===== src/rtl/core/assert_macros.svh =====
// Assertion helpers for the RTL
`ifndef ASSERT_MACROS_SVH
`define ASSERT_MACROS_SVH

// same-cycle implication
`define ASSERT_IMPLIES(lbl, clk, rst, ante, cons, msg) \
   lbl: assert property (@(posedge clk) disable iff (rst) (ante) |-> (cons)) else $error(msg);

// next-cycle implication
`define ASSERT_NEXT(lbl, clk, rst, ante, cons, msg) \
   lbl: assert property (@(posedge clk) disable iff (rst) (ante) |=> (cons)) else $error(msg);

`endif


===== src/rtl/core/dbwc_pkg.sv =====
package dbwc_pkg;

   // configuration port
   localparam int CSR_DATA_W = 11;
   localparam int CSR_IDX_W  = 3;

   localparam logic [CSR_IDX_W-1:0] REG_MIN_RED    = 3'd0;
   localparam logic [CSR_IDX_W-1:0] REG_MAX_RED    = 3'd1;
   localparam logic [CSR_IDX_W-1:0] REG_CROSS_RED  = 3'd2;
   localparam logic [CSR_IDX_W-1:0] REG_TGT_PCT    = 3'd3;
   localparam logic [CSR_IDX_W-1:0] REG_RISE_TH    = 3'd4;
   localparam logic [CSR_IDX_W-1:0] REG_FALL_TH    = 3'd5;
   localparam logic [CSR_IDX_W-1:0] REG_HIST_SHIFT = 3'd6;
   localparam logic [CSR_IDX_W-1:0] REG_CROSS_MULT = 3'd7;

   // result action codes
   localparam logic [1:0] ACT_SAMPLE = 2'd0;
   localparam logic [1:0] ACT_SLOW   = 2'd1;
   localparam logic [1:0] ACT_ADD    = 2'd2;
   localparam logic [1:0] ACT_DEC    = 2'd3;

   // datapath step codes
   localparam logic [3:0] OP_NONE    = 4'd0;
   localparam logic [3:0] OP_LOAD    = 4'd1;
   localparam logic [3:0] OP_PREP    = 4'd2;
   localparam logic [3:0] OP_TPEER   = 4'd3;
   localparam logic [3:0] OP_TECHO   = 4'd4;
   localparam logic [3:0] OP_MINMAX  = 4'd5;
   localparam logic [3:0] OP_SMOOTH  = 4'd6;
   localparam logic [3:0] OP_LIM     = 4'd7;
   localparam logic [3:0] OP_UPD     = 4'd8;
   localparam logic [3:0] OP_TGT     = 4'd9;
   localparam logic [3:0] OP_TGTDONE = 4'd10;
   localparam logic [3:0] OP_WIN     = 4'd11;
   localparam logic [3:0] OP_DEC     = 4'd12;
   localparam logic [3:0] OP_OUT     = 4'd13;

   // arithmetic constants
   localparam int          TREND_SHIFT      = 7;       // trend divisor 128
   localparam logic [31:0] MS_SCALE         = 32'd1000;
   localparam logic [13:0] PCT_SCALE        = 14'd100;
   localparam logic [31:0] WINDOW_FLOOR     = 32'd2;
   localparam logic [4:0]  SHIFT_MAX        = 5'd31;
   localparam int          SMOOTH_SHIFT     = 3;

   // reciprocal division: q = (x * RECIP) >> SHIFT, exact for any 32-bit x
   localparam logic [31:0] MS_RECIP         = 32'h1062_4DD3;  // 1000 ticks per second
   localparam int          MS_RECIP_SHIFT   = 38;
   localparam logic [31:0] PCT_RECIP        = 32'hD1B7_1759;  // percent times 100
   localparam int          PCT_RECIP_SHIFT  = 45;

   typedef struct packed {
      logic [3:0] op;
   } dbwc_ctrl_type;

   typedef struct packed {
      logic req_window;   // cmd bit of the offered item
      logic is_window;    // cmd bit of the item in work
      logic ss_done;      // slow start consumed every acked segment
      logic div_done;
      logic out_free;
   } dbwc_stat_type;

endpackage


===== src/rtl/core/dbwc_ctrl.sv =====
`include "assert_macros.svh"

// Sequencer that steps the datapath through one item
module dbwc_ctrl (
   input  logic                    clock,
   input  logic                    reset,
   input  logic                    req_valid,
   output logic                    req_ready,
   input  dbwc_pkg::dbwc_stat_type stat,
   output dbwc_pkg::dbwc_ctrl_type ctrl
);

   localparam logic [3:0] ST_IDLE   = 4'd0;
   localparam logic [3:0] ST_PREP   = 4'd1;
   localparam logic [3:0] ST_DIV_P  = 4'd2;
   localparam logic [3:0] ST_DIV_E  = 4'd3;
   localparam logic [3:0] ST_MINMAX = 4'd4;
   localparam logic [3:0] ST_SMOOTH = 4'd5;
   localparam logic [3:0] ST_LIM    = 4'd6;
   localparam logic [3:0] ST_UPD    = 4'd7;
   localparam logic [3:0] ST_WIN    = 4'd8;
   localparam logic [3:0] ST_TGT    = 4'd9;
   localparam logic [3:0] ST_DIV_T  = 4'd10;
   localparam logic [3:0] ST_DEC    = 4'd11;
   localparam logic [3:0] ST_OUT    = 4'd12;

   logic [3:0] state_ff, state_in;

   // next state and step command
   always_comb begin
      state_in = state_ff;
      ctrl.op  = dbwc_pkg::OP_NONE;
      unique case (state_ff)
         ST_IDLE: begin
            if (req_valid) begin
               ctrl.op  = dbwc_pkg::OP_LOAD;
               state_in = stat.req_window ? ST_WIN : ST_PREP;
            end
         end
         ST_PREP: begin
            ctrl.op  = dbwc_pkg::OP_PREP;
            state_in = ST_DIV_P;
         end
         ST_DIV_P: begin
            if (stat.div_done) begin
               ctrl.op  = dbwc_pkg::OP_TPEER;
               state_in = ST_DIV_E;
            end
         end
         ST_DIV_E: begin
            if (stat.div_done) begin
               ctrl.op  = dbwc_pkg::OP_TECHO;
               state_in = ST_MINMAX;
            end
         end
         ST_MINMAX: begin
            ctrl.op  = dbwc_pkg::OP_MINMAX;
            state_in = ST_SMOOTH;
         end
         ST_SMOOTH: begin
            ctrl.op  = dbwc_pkg::OP_SMOOTH;
            state_in = ST_LIM;
         end
         ST_LIM: begin
            ctrl.op  = dbwc_pkg::OP_LIM;
            state_in = ST_UPD;
         end
         ST_UPD: begin
            ctrl.op  = dbwc_pkg::OP_UPD;
            state_in = ST_TGT;
         end
         ST_WIN: begin
            ctrl.op  = dbwc_pkg::OP_WIN;
            state_in = ST_TGT;
         end
         ST_TGT: begin
            ctrl.op  = dbwc_pkg::OP_TGT;
            state_in = ST_DIV_T;
         end
         ST_DIV_T: begin
            if (stat.div_done) begin
               ctrl.op  = dbwc_pkg::OP_TGTDONE;
               state_in = (stat.is_window && !stat.ss_done) ? ST_DEC : ST_OUT;
            end
         end
         ST_DEC: begin
            ctrl.op  = dbwc_pkg::OP_DEC;
            state_in = ST_OUT;
         end
         ST_OUT: begin
            if (stat.out_free) begin
               ctrl.op  = dbwc_pkg::OP_OUT;
               state_in = ST_IDLE;
            end
         end
         default: begin
            state_in = ST_IDLE;
         end
      endcase
   end

   always_ff @(posedge clock) begin
      if (reset) state_ff <= ST_IDLE;
      else       state_ff <= state_in;
   end

   assign req_ready = (state_ff == ST_IDLE);

   // checks
   `ASSERT_IMPLIES(a_div_wait, clock, reset, stat.div_done,
      (state_ff == ST_DIV_P) || (state_ff == ST_DIV_E) || (state_ff == ST_DIV_T),
      "divider finished outside a wait state")
   `ASSERT_NEXT(a_accept_busy, clock, reset, req_valid && req_ready,
      state_ff != ST_IDLE, "accepted item did not start work")
   `ASSERT_NEXT(a_out_done, clock, reset, (state_ff == ST_OUT) && stat.out_free,
      state_ff == ST_IDLE, "result stage did not release")

endmodule


===== config.mk =====
export PLATFORM = sky130hd
export DESIGN_NAME = dbwc_ctrl
export DESIGN_NICKNAME = d
export VERILOG_FILES = /design/src/rtl/core/dbwc_pkg.sv /design/src/rtl/core/dbwc_ctrl.sv
export VERILOG_INCLUDE_DIRS = /design/src /design/src/rtl/core
export SDC_FILE = /design/constraint.sdc
export NUM_CORES = 1
export LEC_CHECK = 0
export ABC_CLOCK_PERIOD_IN_PS = 1350
export BUFFER_PORTS_ARGS = -buffer_cell sky130_fd_sc_hd__clkbuf_2
export CORE_UTILIZATION = 34
export CTS_CLUSTER_DIAMETER = 150
export DETAILED_ROUTE_END_ITERATION = 10
export PLACE_DENSITY = 0.62
export RECOVER_POWER = 50
export SLEW_MARGIN = 15
export SYNTH_ARGS = -nofsm -noshare
export SYNTH_HDL_FRONTEND = slang
export SYNTH_SLANG_ARGS = --single-unit

===== constraint.sdc =====
create_clock -name clock -period 1.35 [get_ports clock]
set_input_delay 0 -clock clock [delete_from_list [all_inputs] [get_ports clock]]
set_output_delay 0 -clock clock [all_outputs]
set_load 0.01 [all_outputs]

* Yosys cells after proc, flatten, opt, wreduce, memory -nomap -nowiden
Cells that the tools add are included.
Widths: inputs -> output; s select.
** Storage, ports and cells
- Register bits after elaboration :: 4
- Input port bits :: 8
- Word-level logic and storage cells :: 37
** Operators by class
- Equality and inequality tests :: 17
- Muxes and demuxes :: 14
- Reductions and logical operators :: 5
** Operators by type and width (number)
- $pmux 4 s13 :: 1
- $pmux 4 s12 :: 1
- $mux 4 :: 8
- $eq 4x4->1 const B :: 5
- $eq 4x3->1 const B :: 4
- $ne 2x2->1 const B :: 5
- $eq 4x2->1 const B :: 2
- $mux 3 :: 2
- $reduce_and 5->1 :: 1
- $eq 4x1->1 const B :: 1
- $logic_not 4->1 :: 1
- $mux 2 :: 1
- $reduce_or 2->1 :: 1
- $logic_and 1x1->1 :: 1
- $logic_not 1->1 :: 1
- $mux 1 :: 1

* Logic depth before layout (Yosys ltp)
- Depth in word-level cells :: 5
- Mapped depth :: 5

* Least setup slack after synthesis
Ideal clock, no wire load.
- Kind :: register to register
- Start :: register state_ff[0]
- End :: register state_ff[0]
- Library setup time :: 120 ps
- Arrival :: 1096 ps
- Required time :: 1230 ps
- Slack :: 134 ps
- Stages on the path, launching flop included :: 6
- Period minus slack after synthesis :: 1216 ps
- Cell sequence :: dfxtp_1 buf_2 nor4_2 nand2b_1 nand3_1 o22ai_2
** Between the ends
- Longest elaborated chain between the ends :: 3
- Elaborated cells on any way between the ends :: 21
- Classes of those cells :: 17 x eq/ne; 1 x mux; 3 x reduce/logical
** RTL lines
- from (decl) :: line dbwc_ctrl.sv:27 : logic [3:0] state_ff, state_in;
- from (signal assigned) :: line dbwc_ctrl.sv:104 : else state_ff <= state_in;
- $logic_not 4->1 *
- via req_ready :: line dbwc_ctrl.sv:8 : output logic req_ready,
- $ne 2x2->1 (no line)
- $reduce_and 5->1 (no line)
The timed path passes the listed nets; every way through them passes the cells marked *.
A chain may end at the register's enable or synchronous reset.

==> impl_metrics.yaml <==
placed_design:
  io_buffers: 12
  dp.cells: 99
  gp_congestion: 0.919
  place_ws_ps: 37.5
  hpwlAfterDp_um: 915
sta:
  min_period_ps: 1310
  tns_ps: 0
  period_share_pct: 97.3
  tightestPinTransition_ps: 291
  maxSlewHeadroom_pct: 80.3
  hold_viol: 0
  fmaxAchievable_mhz: 761
  finalClockSkew_ps: 2.51
  drv_slew: 0
  rsz0062_at_grt: "true"
  layout_setup_ws_ps: 36.0
  setup_violations: 0
final_layout:
  layout_common_cells: "buf_4, clkbuf_2, nor2_1"
  final_common_cell: "buf_4"
  final_cells: 110
  antennaDiodeCount: 0
  syn_to_final_growth_pct: 41.7
  largest_reg_flops: 4
  finish.utilization_pct: 53.6
  reg_top3: "state_ff: 4 flops"
  drive_above_1_share_pct: 42.1
  nFillCells: 134
  top_register: "state_ff"
  nets: 105
pwr:
  power_per_cell_area_nw_per_um2: 1120
  power.leakage_nw: 0.324
  irDropWorstVdd_mv: 0.502
routing:
  drt_wl_total_mm: 1.44
  wire_per_inst_um: 13.1
  vias: 595
  dr.pass1.iters: 4
  drtIter0Drc: 14
  vias_per_cell: 5.41
  remaining_drc_errors: 0
  ant_nets: 0
flow_run:
  drv_cap: 0
die:
  num_rows: 13
  die_h_um: 40.5
  dieArea_um2: 1640
  fp.coreArea_um2: 1330
  dieWidth_um: 40.5
  initial_core_util_pct: 37.8
  ioPinCount: 13
clock_tree:
  cts.sinks: 4
  numCtsBuffers: 3
  cts_root_buf: "clkbuf_4"
  cts_tree: "yes"
  cts_buffer_depth: 2
  clk_pin_slew_worst_paths_ps: 40
  clk_latency_ps: 250
  htreeDepth: 1
yosys:
  ys_seq_area_share_pct: 15.9
  synthCells: 71
  synth_fp_nets: 79
  netlist-cell-type-count: 28
  ys_warn_count: 0
  post_synth.cell_area_avg_um2: 7.10
  ys_ff_latch: 4
  netlist_area_um2: 504
global_routing:
  grt_max_degree: 14
  grt_pass1_vias: 494
  antenna_found_initial: 0
  grt_overflow: 0
  grt_usage_pct: 19.9
  grt_pass1_wl_mm: 2.17
setup_path:
  path_class: "reg2out"
  crit_path_end_kind: "primary output"
  worstPathRequired_ps: 1350
  crit_fanout: 3
  start_kind: "flip-flop"
  worstPathArrival_ps: 1310
status:
  status: "completed"
worst_hold_path:
  hold_class: "in2reg"
[area by class of cell]
cell class                 count  area (um2)  area share [%]
multi-input combinational     59         379            53.1
sequential                     4        92.6            13.0
tap                           15        18.8            2.63
timing repair buffer          29         201            28.2
clock buffer                   3        22.5            3.15
[through the flow]
stage	total power, mW	area, um2	hold slack, ps
2_1_floorplan	0.445	504	72.8
5_1_grt	0.852	714	33.7
4_1_cts	0.765	687	12.7
3_5_place_dp	0.553	598	224
6_report	0.799	714	23.4
3_3_place_gp	0.550	598	215
[logic make-up (layout without fill, tap and decap cells)]
kind of cell | after synthesis | in the layout | synth area share (%)
AND/OR/NAND/NOR | 35 | 35 | 42.4
AO/OA/AOI/OAI | 24 | 24 | 31.3
buffers and inverters | 8 | 32 | 10.4
flip-flops | 4 | 4 | 15.9
[cell usage after synthesis, drive strengths merged]
master	instances	area (um2)
a211oi	2	15.0
a21boi	1	7.51
a21o	1	7.51
a21oi	7	35.0
a31oi	1	6.26
and2b	1	7.51
buf	8	52.6
dfxtp	4	80.1
nand2	6	22.5
nand2b	6	37.5
nand3	3	15.0
nand4b	1	8.76
nor2	8	30.0
nor2b	3	18.8
nor3	1	5.00
nor3b	2	15.0
nor4	1	12.5
nor4b	2	30.0
o211a	1	10.0
o21a	2	15.0
o21ai	5	25.0
o21bai	1	7.51
o22ai	1	12.5
o311ai	1	8.76
o31ai	1	7.51
or4	1	11.3
[repair_timing]
action | in CTS | in global routing
pin swaps | 1 | 2
hold buffers | 1 | 0
gates resized for setup | 6 | 7
hold endpoints to repair | 1 | 0
buffers inserted | 6 | 1
endpoints found under the setup margin | 4 | 5
gates cloned | 0 | 0
[worst max-delay path, cell delays in order (launching register included)]
cell	delay (ps)
dfxtp_2	330
buf_6	120
and2b_1	210
nor2_1	50
o31ai_1	190
buf_2	160
[routing by layer]
metal	global-route usage, %	wire, um
met5	0	0
met4	7.50	16
met3	3.33	74
met2	32.5	669
met1	25.6	682
[report_power, final]
part	switching, mW	internal, mW	total, mW
sequential	0.0409	0.144	0.185
clock	0.0644	0.100	0.165
combinational	0.213	0.236	0.449
total	0.319	0.480	0.799
[final timing paths]
check,startpoint,end,slack [ps],cells past startpoint
setup / recovery,state_ff[2],ctrl[1],40,5
hold / removal,req_valid,state_ff[3],20,3
setup reg to reg,state_ff[2],state_ff[0],90,6
hold reg to reg,state_ff[3],state_ff[1],610,2
(Power assumes the default switching activity.)
